File: config.mk
export PLATFORM = sky130hd
export DESIGN_NAME = active_vector_histogram_unit
export DESIGN_NICKNAME = d
export VERILOG_FILES = /design/src/rtl/avh_pkg.sv /design/src/rtl/avh_div.sv /design/src/rtl/avh_ctrl.sv /design/src/rtl/avh_dp.sv /design/src/rtl/active_vector_histogram_unit.sv
export SDC_FILE = /design/constraint.sdc
export NUM_CORES = 1
export LEC_CHECK = 0
export ABC_AREA = 1
export BUFFER_PORTS_ARGS = -buffer_cell sky130_fd_sc_hd__buf_2
export CORE_MARGIN = 2
export CORE_UTILIZATION = 68
export CTS_CLUSTER_SIZE = 12
export DETAILED_ROUTE_END_ITERATION = 6
export GPL_TIMING_DRIVEN = 0
export PLACE_DENSITY = 0.86
export SLEW_MARGIN = 20
export SYNTH_ARGS = -nofsm -noshare
export SYNTH_HDL_FRONTEND = slang
export SYNTH_SLANG_ARGS = --single-unit
File: constraint.sdc
create_clock -name clk -period 17.5 [get_ports clk]
set_input_delay 0.875 -clock clk [delete_from_list [all_inputs] [get_ports clk]]
set_output_delay 0.875 -clock clk [all_outputs]
set_load 0.02 [all_outputs]
File: src/rtl/avh_pkg.sv
// Shared types and constants of the active vector histogram unit.
// Depends on nothing.
`default_nettype none

package avh_pkg;

  localparam int unsigned COUNT_WIDTH_DEF = 24;

  localparam int unsigned VEC_W   = 9;
  localparam int unsigned STAMP_W = 32;
  localparam int unsigned PCT_W   = 7;
  localparam int unsigned ID_W    = 8;

  // Configuration register indexes
  localparam int unsigned CFG_IDX_W = 2;
  localparam logic [CFG_IDX_W-1:0] CFG_WINDOW = 2'd0;
  localparam logic [CFG_IDX_W-1:0] CFG_TICK   = 2'd1;
  localparam logic [CFG_IDX_W-1:0] CFG_SELF   = 2'd2;

  localparam logic [STAMP_W-1:0] WINDOW_RESET = 32'd4000000000;
  localparam logic [VEC_W-1:0]   TICK_RESET   = 9'd15;
  localparam logic [VEC_W-1:0]   SELF_RESET   = 9'd27;

  localparam int unsigned PCT_FULL = 100;
  localparam logic [PCT_W-1:0] PCT_MAX = 7'd100;

  // Percent slots, in division order
  localparam int unsigned NUM_PCT = 5;
  localparam int unsigned SEL_W   = 3;
  localparam logic [SEL_W-1:0] SEL_THREAD = 3'd0;
  localparam logic [SEL_W-1:0] SEL_TICK   = 3'd1;
  localparam logic [SEL_W-1:0] SEL_SELF   = 3'd2;
  localparam logic [SEL_W-1:0] SEL_OTHER  = 3'd3;
  localparam logic [SEL_W-1:0] SEL_TOP    = 3'd4;

  typedef struct packed {
    logic             load;       // capture accepted item
    logic             update;     // classify, count, check window
    logic             div_start;  // start division of slot sel
    logic             div_store;  // store quotient into slot sel
    logic [SEL_W-1:0] sel;
    logic             out_load;   // move result into output register
  } avh_cmd_t;

  typedef struct packed {
    logic close;     // current item closes the window
    logic div_done;  // quotient ready
  } avh_sts_t;

endpackage

`default_nettype wire

File: src/rtl/avh_div.sv
// Restoring radix-2 divider, one quotient bit per cycle.
// Depends on avh_pkg.
`default_nettype none

module avh_div
  import avh_pkg::*;
#(
  parameter int unsigned COUNT_WIDTH = COUNT_WIDTH_DEF
) (
  input  wire logic                    clk,
  input  wire logic                    rst_n,
  input  wire logic                    start,
  input  wire logic [COUNT_WIDTH+6:0]  dividend,
  input  wire logic [COUNT_WIDTH-1:0]  divisor,
  output logic      [COUNT_WIDTH+6:0]  quot,
  output logic                         done
);

  localparam int unsigned DW    = COUNT_WIDTH + 7;
  localparam int unsigned CNT_W = $clog2(DW);

  logic                   busy_r;
  logic                   done_r;
  logic [CNT_W-1:0]       cnt_r;
  logic [DW-1:0]          q_r;
  logic [COUNT_WIDTH-1:0] rem_r;
  logic [COUNT_WIDTH-1:0] d_r;

  logic [COUNT_WIDTH:0]   rem_sh;
  logic [COUNT_WIDTH:0]   diff;
  logic                   ge;

  always_comb begin
    rem_sh = {rem_r, q_r[DW-1]};
    diff   = rem_sh - {1'b0, d_r};
    ge     = (rem_sh >= {1'b0, d_r});
  end

  always_ff @(posedge clk) begin
    if (!rst_n) begin
      busy_r <= 1'b0;
      done_r <= 1'b0;
      cnt_r  <= '0;
    end else begin
      done_r <= 1'b0;
      if (start) begin
        busy_r <= 1'b1;
        cnt_r  <= '0;
      end else if (busy_r) begin
        cnt_r <= cnt_r + CNT_W'(1);
        if (cnt_r == CNT_W'(DW - 1)) begin
          busy_r <= 1'b0;
          done_r <= 1'b1;
        end
      end
    end
  end

  always_ff @(posedge clk) begin
    if (start) begin
      q_r   <= dividend;
      rem_r <= '0;
      d_r   <= divisor;
    end else if (busy_r) begin
      q_r   <= {q_r[DW-2:0], ge};
      rem_r <= ge ? diff[COUNT_WIDTH-1:0] : rem_sh[COUNT_WIDTH-1:0];
    end
  end

  assign quot = q_r;
  assign done = done_r;

endmodule

`default_nettype wire

File: src/rtl/avh_ctrl.sv
// Histogram sequencer: accept, update, five divisions on close, output.
// Depends on avh_pkg.
`default_nettype none

module avh_ctrl
  import avh_pkg::*;
(
  input  wire logic     clk,
  input  wire logic     rst_n,
  input  wire logic     in_valid,
  output logic          in_stall,
  output logic          out_valid,
  input  wire logic     out_stall,
  input  wire avh_sts_t sts,
  output avh_cmd_t      cmd
);

  localparam logic [2:0] S_IDLE   = 3'd0;
  localparam logic [2:0] S_UPD    = 3'd1;
  localparam logic [2:0] S_DSTART = 3'd2;
  localparam logic [2:0] S_DWAIT  = 3'd3;
  localparam logic [2:0] S_OUT    = 3'd4;

  logic [2:0]       state_r, state_nxt;
  logic [SEL_W-1:0] sel_r, sel_nxt;
  logic             out_valid_r, out_valid_nxt;

  always_comb begin
    state_nxt     = state_r;
    sel_nxt       = sel_r;
    cmd           = '0;
    cmd.sel       = sel_r;
    unique case (state_r)
      S_IDLE: begin
        if (in_valid) begin
          cmd.load  = 1'b1;
          state_nxt = S_UPD;
        end
      end
      S_UPD: begin
        cmd.update = 1'b1;
        sel_nxt    = SEL_THREAD;
        state_nxt  = sts.close ? S_DSTART : S_OUT;
      end
      S_DSTART: begin
        cmd.div_start = 1'b1;
        state_nxt     = S_DWAIT;
      end
      S_DWAIT: begin
        if (sts.div_done) begin
          cmd.div_store = 1'b1;
          if (sel_r == SEL_TOP) begin
            state_nxt = S_OUT;
          end else begin
            sel_nxt   = sel_r + SEL_W'(1);
            state_nxt = S_DSTART;
          end
        end
      end
      S_OUT: begin
        // wait for the output register to drain
        if (!out_valid_r || !out_stall) begin
          cmd.out_load = 1'b1;
          state_nxt    = S_IDLE;
        end
      end
      default: state_nxt = S_IDLE;
    endcase
    out_valid_nxt = cmd.out_load | (out_valid_r & out_stall);
  end

  always_ff @(posedge clk) begin
    if (!rst_n) begin
      state_r     <= S_IDLE;
      sel_r       <= SEL_THREAD;
      out_valid_r <= 1'b0;
    end else begin
      state_r     <= state_nxt;
      sel_r       <= sel_nxt;
      out_valid_r <= out_valid_nxt;
    end
  end

  assign in_stall  = (state_r != S_IDLE);
  assign out_valid = out_valid_r;

endmodule

`default_nettype wire

File: src/rtl/avh_dp.sv
// Datapath of the histogram unit: config registers, class counters, window
// timing, percent slots and output register. Depends on avh_pkg, avh_div.
`default_nettype none

module avh_dp
  import avh_pkg::*;
#(
  parameter int unsigned COUNT_WIDTH = COUNT_WIDTH_DEF
) (
  input  wire logic                 clk,
  input  wire logic                 rst_n,
  input  wire logic                 cfg_we,
  input  wire logic [CFG_IDX_W-1:0] cfg_index,
  input  wire logic [STAMP_W-1:0]   cfg_data,
  input  wire logic [VEC_W-1:0]     in_active_vector,
  input  wire logic [STAMP_W-1:0]   in_cycle_stamp,
  input  wire avh_cmd_t             cmd,
  output avh_sts_t                  sts,
  output logic                      out_window_closed,
  output logic [PCT_W-1:0]          out_thread_pct,
  output logic [PCT_W-1:0]          out_tick_pct,
  output logic [PCT_W-1:0]          out_self_pct,
  output logic [PCT_W-1:0]          out_other_pct,
  output logic [ID_W-1:0]           out_top_other_id,
  output logic [PCT_W-1:0]          out_top_other_pct
);

  localparam int unsigned CW = COUNT_WIDTH;
  localparam int unsigned DW = COUNT_WIDTH + 7;

  function automatic logic [CW-1:0] sat_inc(input logic [CW-1:0] v);
    return (&v) ? v : v + CW'(1);
  endfunction

  // configuration
  logic [STAMP_W-1:0] window_cycles_r;
  logic [VEC_W-1:0]   tick_vector_r;
  logic [VEC_W-1:0]   self_vector_r;

  // captured item
  logic [VEC_W-1:0]   va_r;
  logic [STAMP_W-1:0] now_r;

  // window state
  logic [CW-1:0]      thr_r, tck_r, slf_r, oth_r, trk_r, smp_r;
  logic [CW-1:0]      thr_nxt, tck_nxt, slf_nxt, oth_nxt, trk_nxt, smp_nxt;
  logic [VEC_W-1:0]   trk_id_r, trk_id_nxt;
  logic [STAMP_W-1:0] win_start_r;

  // close snapshot and latched results
  logic [CW-1:0]      snap_r [NUM_PCT];
  logic [CW-1:0]      n_r;
  logic [PCT_W-1:0]   pct_r [NUM_PCT];
  logic [ID_W-1:0]    top_id_r;
  logic               closed_r;

  logic [STAMP_W-1:0] elapsed;
  logic [STAMP_W-1:0] new_start;
  logic               win_open;
  logic               close;

  logic [DW-1:0]      dividend;
  logic [DW-1:0]      quot;
  logic               div_done;
  logic [PCT_W-1:0]   pct_clamped;

  always_ff @(posedge clk) begin
    if (!rst_n) begin
      window_cycles_r <= WINDOW_RESET;
      tick_vector_r   <= TICK_RESET;
      self_vector_r   <= SELF_RESET;
    end else if (cfg_we) begin
      unique case (cfg_index)
        CFG_WINDOW: window_cycles_r <= cfg_data;
        CFG_TICK:   tick_vector_r   <= cfg_data[VEC_W-1:0];
        CFG_SELF:   self_vector_r   <= cfg_data[VEC_W-1:0];
        default: ;
      endcase
    end
  end

  always_ff @(posedge clk) begin
    if (cmd.load) begin
      va_r  <= in_active_vector;
      now_r <= in_cycle_stamp;
    end
  end

  // classify: thread, tick, self, other in that order
  always_comb begin
    thr_nxt    = thr_r;
    tck_nxt    = tck_r;
    slf_nxt    = slf_r;
    oth_nxt    = oth_r;
    trk_nxt    = trk_r;
    trk_id_nxt = trk_id_r;
    smp_nxt    = sat_inc(smp_r);
    priority if (va_r == '0) begin
      thr_nxt = sat_inc(thr_r);
    end else if (va_r == tick_vector_r) begin
      tck_nxt = sat_inc(tck_r);
    end else if (va_r == self_vector_r) begin
      slf_nxt = sat_inc(slf_r);
    end else begin
      oth_nxt = sat_inc(oth_r);
      if (trk_id_r == '0) begin
        trk_id_nxt = va_r;
        trk_nxt    = CW'(1);
      end else if (va_r == trk_id_r) begin
        trk_nxt = sat_inc(trk_r);
      end
    end
    elapsed   = now_r - win_start_r;
    win_open  = (win_start_r != '0);
    close     = win_open && (elapsed >= window_cycles_r);
    new_start = (now_r == '0) ? STAMP_W'(1) : now_r;
  end

  always_ff @(posedge clk) begin
    if (!rst_n) begin
      thr_r       <= '0;
      tck_r       <= '0;
      slf_r       <= '0;
      oth_r       <= '0;
      trk_r       <= '0;
      smp_r       <= '0;
      trk_id_r    <= '0;
      win_start_r <= '0;
      top_id_r    <= '0;
      closed_r    <= 1'b0;
    end else if (cmd.update) begin
      closed_r <= close;
      if (close) begin
        top_id_r    <= trk_id_nxt[ID_W-1:0];
        thr_r       <= '0;
        tck_r       <= '0;
        slf_r       <= '0;
        oth_r       <= '0;
        trk_r       <= '0;
        smp_r       <= '0;
        trk_id_r    <= '0;
        win_start_r <= new_start;
      end else begin
        thr_r    <= thr_nxt;
        tck_r    <= tck_nxt;
        slf_r    <= slf_nxt;
        oth_r    <= oth_nxt;
        trk_r    <= trk_nxt;
        smp_r    <= smp_nxt;
        trk_id_r <= trk_id_nxt;
        if (!win_open) begin
          win_start_r <= new_start;
        end
      end
    end
  end

  // snapshot the closing window for the divisions
  always_ff @(posedge clk) begin
    if (cmd.update && close) begin
      snap_r[SEL_THREAD] <= thr_nxt;
      snap_r[SEL_TICK]   <= tck_nxt;
      snap_r[SEL_SELF]   <= slf_nxt;
      snap_r[SEL_OTHER]  <= oth_nxt;
      snap_r[SEL_TOP]    <= trk_nxt;
      n_r                <= smp_nxt;
    end
  end

  // pct = (count * 100 + n / 2) / n; n is at least 1 after the increment
  assign dividend = DW'(snap_r[cmd.sel]) * DW'(PCT_FULL) + DW'(n_r >> 1);

  avh_div #(
    .COUNT_WIDTH (COUNT_WIDTH)
  ) u_div (
    .clk      (clk),
    .rst_n    (rst_n),
    .start    (cmd.div_start),
    .dividend (dividend),
    .divisor  (n_r),
    .quot     (quot),
    .done     (div_done)
  );

  assign pct_clamped = (quot > DW'(PCT_MAX)) ? PCT_MAX : quot[PCT_W-1:0];

  always_ff @(posedge clk) begin
    if (!rst_n) begin
      for (int i = 0; i < NUM_PCT; i++) begin
        pct_r[i] <= '0;
      end
    end else if (cmd.div_store) begin
      pct_r[cmd.sel] <= pct_clamped;
    end
  end

  always_ff @(posedge clk) begin
    if (cmd.out_load) begin
      out_window_closed <= closed_r;
      out_thread_pct    <= pct_r[SEL_THREAD];
      out_tick_pct      <= pct_r[SEL_TICK];
      out_self_pct      <= pct_r[SEL_SELF];
      out_other_pct     <= pct_r[SEL_OTHER];
      out_top_other_pct <= pct_r[SEL_TOP];
      out_top_other_id  <= top_id_r;
    end
  end

  assign sts.close    = close;
  assign sts.div_done = div_done;

endmodule

`default_nettype wire

File: src/rtl/active_vector_histogram_unit.sv
// Top level of the active vector histogram unit.
// Depends on avh_pkg, avh_ctrl, avh_dp (which holds avh_div).
//
//   channel | direction | handshake          | payload
//   --------+-----------+--------------------+------------------------------------
//   in_     | in        | in_valid/in_stall   | active_vector, cycle_stamp
//   out_    | out       | out_valid/out_stall | window_closed, 4 pcts, top id, top pct
//   cfg_    | in        | cfg_valid/cfg_ready | cfg_index, cfg_data (write only)
//
// An item that does not close a window passes through capture, update and output.
// An item that closes one adds five serial divisions on the shared divider,
// each a start, COUNT_WIDTH+7 quotient bits and a store.
// One item is in flight at a time; the next is taken once its result sits in
// the output register, even while that register is stalled.
// Reset (rst_n low, synchronous) restores register defaults and clears all
// counters, the window start and the latched percentages. cfg_ready stays high.
`default_nettype none

module active_vector_histogram_unit
  import avh_pkg::*;
#(
  parameter int unsigned COUNT_WIDTH = COUNT_WIDTH_DEF
) (
  input  wire logic                 clk,
  input  wire logic                 rst_n,
  // sample item
  input  wire logic                 in_valid,
  output logic                      in_stall,
  input  wire logic [VEC_W-1:0]     in_active_vector,
  input  wire logic [STAMP_W-1:0]   in_cycle_stamp,
  // result item
  output logic                      out_valid,
  input  wire logic                 out_stall,
  output logic                      out_window_closed,
  output logic [PCT_W-1:0]          out_thread_pct,
  output logic [PCT_W-1:0]          out_tick_pct,
  output logic [PCT_W-1:0]          out_self_pct,
  output logic [PCT_W-1:0]          out_other_pct,
  output logic [ID_W-1:0]           out_top_other_id,
  output logic [PCT_W-1:0]          out_top_other_pct,
  // register writes
  input  wire logic                 cfg_valid,
  output logic                      cfg_ready,
  input  wire logic [CFG_IDX_W-1:0] cfg_index,
  input  wire logic [STAMP_W-1:0]   cfg_data
);

  avh_cmd_t cmd;
  avh_sts_t sts;
  logic     cfg_we;

  // registers take a write in any cycle
  assign cfg_ready = 1'b1;
  assign cfg_we    = cfg_valid & cfg_ready;

  avh_ctrl u_ctrl (
    .clk       (clk),
    .rst_n     (rst_n),
    .in_valid  (in_valid),
    .in_stall  (in_stall),
    .out_valid (out_valid),
    .out_stall (out_stall),
    .sts       (sts),
    .cmd       (cmd)
  );

  avh_dp #(
    .COUNT_WIDTH (COUNT_WIDTH)
  ) u_dp (
    .clk               (clk),
    .rst_n             (rst_n),
    .cfg_we            (cfg_we),
    .cfg_index         (cfg_index),
    .cfg_data          (cfg_data),
    .in_active_vector  (in_active_vector),
    .in_cycle_stamp    (in_cycle_stamp),
    .cmd               (cmd),
    .sts               (sts),
    .out_window_closed (out_window_closed),
    .out_thread_pct    (out_thread_pct),
    .out_tick_pct      (out_tick_pct),
    .out_self_pct      (out_self_pct),
    .out_other_pct     (out_other_pct),
    .out_top_other_id  (out_top_other_id),
    .out_top_other_pct (out_top_other_pct)
  );

endmodule

`default_nettype wire

==> impl_metrics.sql <==
INSERT INTO impl_metrics (metric_group, metric, value, unit) VALUES
('logic_synthesis', 'post-synth-top-area-cell', 'edfxtp_1', ''),
('floorplanning', 'core.rowCount', '83', ''),
('detailed_routing', 'antenna_left', '0', ''),
('timing', 'tightest_slew', '1.28', 'ns'),
('clock_tree', 'numCtsBuffers', '60', ''),
('floorplanning', 'die_x', '232', 'um'),
('final_layout', 'commonest_cells_after_routing_fill_and_taps_aside', 'nand2_1, inv_1, nor2_1', ''),
('clock_tree', 'clkSlewWorstSetupHoldPaths', '0.07', 'ns'),
('critical_path', 'crit_fanout', '10', ''),
('clock_tree', 'post_cts_resized', '0', ''),
('floorplanning', 'dieArea', '0.0537', 'sq mm'),
('timing', 'unrepaired_setup_endpoints_after_global_routing', 'no', ''),
('timing', 'setup_tns', '0', 'ns'),
('clock_tree', 'cts_max_level', '2', ''),
('min_path', 'timing.hold.worst_endpoint', 'u_dp.now_r[16]', ''),
('floorplanning', 'initial_standard_cell_utilization_of_the_core', '0.688', ''),
('run', 'max_cap_viol_count', '0', ''),
('timing', 'worst_hold_slack', '0.397', 'ns'),
('final_layout', 'antenna_cells', '0', ''),
('floorplanning', 'floorplan.io_pins', '127', ''),
('timing', 'final_max_slew_viol_count', '0', ''),
('timing', 'final_period_minus_worst_setup_slack', '7.04', 'ns'),
('final_layout', 'area_delta_synth_final', '10.3', '%'),
('clock_tree', 'root_buffer', 'clkbuf_16', ''),
('logic_synthesis', 'synth.distinct_cells', '71', ''),
('logic_synthesis', 'largest_family_of_logic_cells_by_synthesized_area', 'simple AND/OR/NAND/NOR gates', ''),
('timing', 'setup_viol', '0', ''),
('clock_tree', 'cts_tree', 'done', ''),
('logic_synthesis', 'synth.yosys.seq_area_share', '0.433', ''),
('logic_synthesis', 'number_of_enable_flip_flop_cells_after_synthesis', '319', ''),
('logic_synthesis', 'synth_simple_gate_area_frac', '0.243', ''),
('timing', 'finalCritPeriodShare', '0.402', ''),
('detailed_routing', 'routed_wire_per_std_cell', '20.1', 'um'),
('logic_synthesis', 'synth.ff_latch_count', '604', ''),
('logic_synthesis', 'synth_compound_area_frac', '0.110', ''),
('detailed_routing', 'dr.pass1.iters', '6', ''),
('critical_path', 'worst_path_max_delay_cell', 'a31oi_1', ''),
('global_routing', 'grt_pass1_vias', '30100', ''),
('critical_path', 'worstSetupStartpointType', 'flip-flop', ''),
('status', 'status', 'completed', ''),
('critical_path', 'worstRegToRegCells', '28', ''),
('floorplanning', 'floorplan.die.height', '232', 'um'),
('global_routing', 'global_routing_usage_summed_across_all_routing_layers', '0.392', ''),
('final_layout', 'leading_cell_type_in_the_layout_fill_and_taps_excluded', 'nand2_1', ''),
('logic_synthesis', 'synthXorXnorAreaFrac', '0.0525', ''),
('timing', 'post-route-worst-setup-slack', '10.46', 'ns'),
('place', 'port_buffers', '125', ''),
('floorplanning', 'coreArea', '0.0513', 'sq mm'),
('place', 'gp_congestion', '1.06', ''),
('final_layout', 'drive_gt1_frac', '0.0793', ''),
('detailed_routing', 'vias_per_cell', '6.05', ''),
('min_path', 'hold_path.class', 'primary input to flip-flop', ''),
('timing', 'clock-skew-final', '0.0186', 'ns'),
('logic_synthesis', 'post_synth_mux_area_share', '0', ''),
('place', 'placement.setup.worst_slack', '10.86', 'ns'),
('logic_synthesis', 'postSynthAreaPerCell', '8.02', 'sq um'),
('min_path', 'hold_start', 'in_cycle_stamp[16]', ''),
('detailed_routing', 'detail_route.iter0.violations', '3787', ''),
('critical_path', 'worst_ep_arrival_time', '7.43', 'ns'),
('global_routing', 'first_pass_grt_wire_length', '163', 'mm'),
('logic_synthesis', 'netlist_area', '0.0353', 'sq mm'),
('logic_synthesis', 'postSynthNetCount', '4696', ''),
('global_routing', 'grt_antenna_before_repair', '1', ''),
('logic_synthesis', 'ys_warn_count', '0', ''),
('clock_tree', 'clock_insertion_delay_worst_skew', '0.65', 'ns'),
('timing', 'final-hold-violation-count', '0', ''),
('place', 'dp_hpwl', '81.1', 'mm'),
('critical_path', 'crit_path_frequent_cell', 'nand3_1', ''),
('global_routing', 'pin_count_of_the_biggest_net_entering_global_routing', '81', ''),
('critical_path', 'ff2ff_setup_slack', '10.46', 'ns'),
('critical_path', 'crit_required', '17.90', 'ns');
==> metal layers <==
metal  up-vias  routed length (um)  track usage  share of wire
li1      14900                   -            -              -
met2      1911               48500        0.631           0.45
met5         -                  13            0        0.00012
met1     14900               40700        0.503           0.38
met3       394               10600       0.0605          0.099
met4         2                7170        0.233          0.067
==> sequential cells by signal (all words and copies together) (netlist names), 8 cells and up, named ones only <==
signal / cells
u_dp.thr_r: 24
u_dp.snap_r: 120
u_dp.top_id_r: 8
u_dp.tck_r: 24
u_dp.out_top_other_id: 8
u_dp.oth_r: 24
u_dp.u_div.d_r: 24
u_dp.window_cycles_r: 32
u_dp.smp_r: 24
u_dp.pct_r: 35
u_dp.win_start_r: 32
u_dp.tick_vector_r: 9
u_dp.u_div.rem_r: 24
u_dp.n_r: 24
u_dp.trk_r: 24
u_dp.va_r: 9
u_dp.trk_id_r: 9
u_dp.self_vector_r: 9
u_dp.u_div.quot: 31
u_dp.slf_r: 24
u_dp.now_r: 32
==> metrics by stage <==
step	cell area, sq um	instances	util
2_1_floorplan	35300	4397	-
3_3_place_gp	36800	5202	0.716
3_5_place_dp	36900	5207	0.719
4_1_cts	38900	5321	0.758
5_1_grt	38900	5321	0.758
6_report	38900	5321	0.758
==> kinds of logic (layout without fill, tap and decap cells) <==
logic type | after synthesis | after routing
adder cells (fa/ha/maj) | 219 | 219
other | 1 | 1
buffers and inverters | 708 | 952
AND/OR/NAND/NOR | 1958 | 1958
XOR/XNOR | 201 | 201
AO/OA/AOI/OAI | 706 | 706
flip-flops | 604 | 604
==> layout make-up <==
type	count	area (sq um)
plain buffers	123	571
clock buffers	107	1830
clock inverters	7	165
fillers	3856	12400
inverters	585	2220
multi-input cells	3085	17200
flip-flops and latches	604	15300
well taps	680	851
repair buffers	130	748
==> synthesized netlist by cell type, types with 18 or more instances <==
library cell and n:
nand3_1 234, o21bai_1 18, fa_1 22, clkbuf_1 85, nor3_1 62, nor4_1 36
buf_2 18, ha_1 197, edfxtp_1 319, a21oi_1 276, nand2_1 1068, inv_1 563
dfxtp_1 285, xnor2_1 56, nand4_1 79, nor2_1 374, o211ai_1 33, o22ai_1 30
xor2_1 133, o21ai_0 266
==> worst max-delay path: cells and delay by family, from the launching register on <==
family	cells	cell delay, ns
adder cells (fa/ha/maj)	5	1.89
buffers and inverters	3	0.98
AND/OR/NAND/NOR	16	2.25
flip-flops	1	0.41
AO/OA/AOI/OAI	3	1.15
XOR/XNOR	1	0.11
==> worst max path at each step <==
stage	from	to	slack, ns	depth (start not counted)
4_1_cts	flip-flop	u_dp.u_div.quot[28]	10.77	28
3_5_place_dp	flip-flop	u_dp.u_div.quot[29]	10.86	28
2_1_floorplan	u_dp.now_r[0]	u_dp.n_r[0]	10.35	24
5_1_grt	flip-flop	u_dp.u_div.quot[29]	10.08	28
3_3_place_gp	u_dp.now_r[0]	u_dp.n_r[17]	7.93	24
6_report	flip-flop	u_dp.u_div.quot[28]	10.46	28
Power is left out: the tool's default activity adds up to more than one toggle a clock period on the data nets, which glitch-free logic cannot reach.
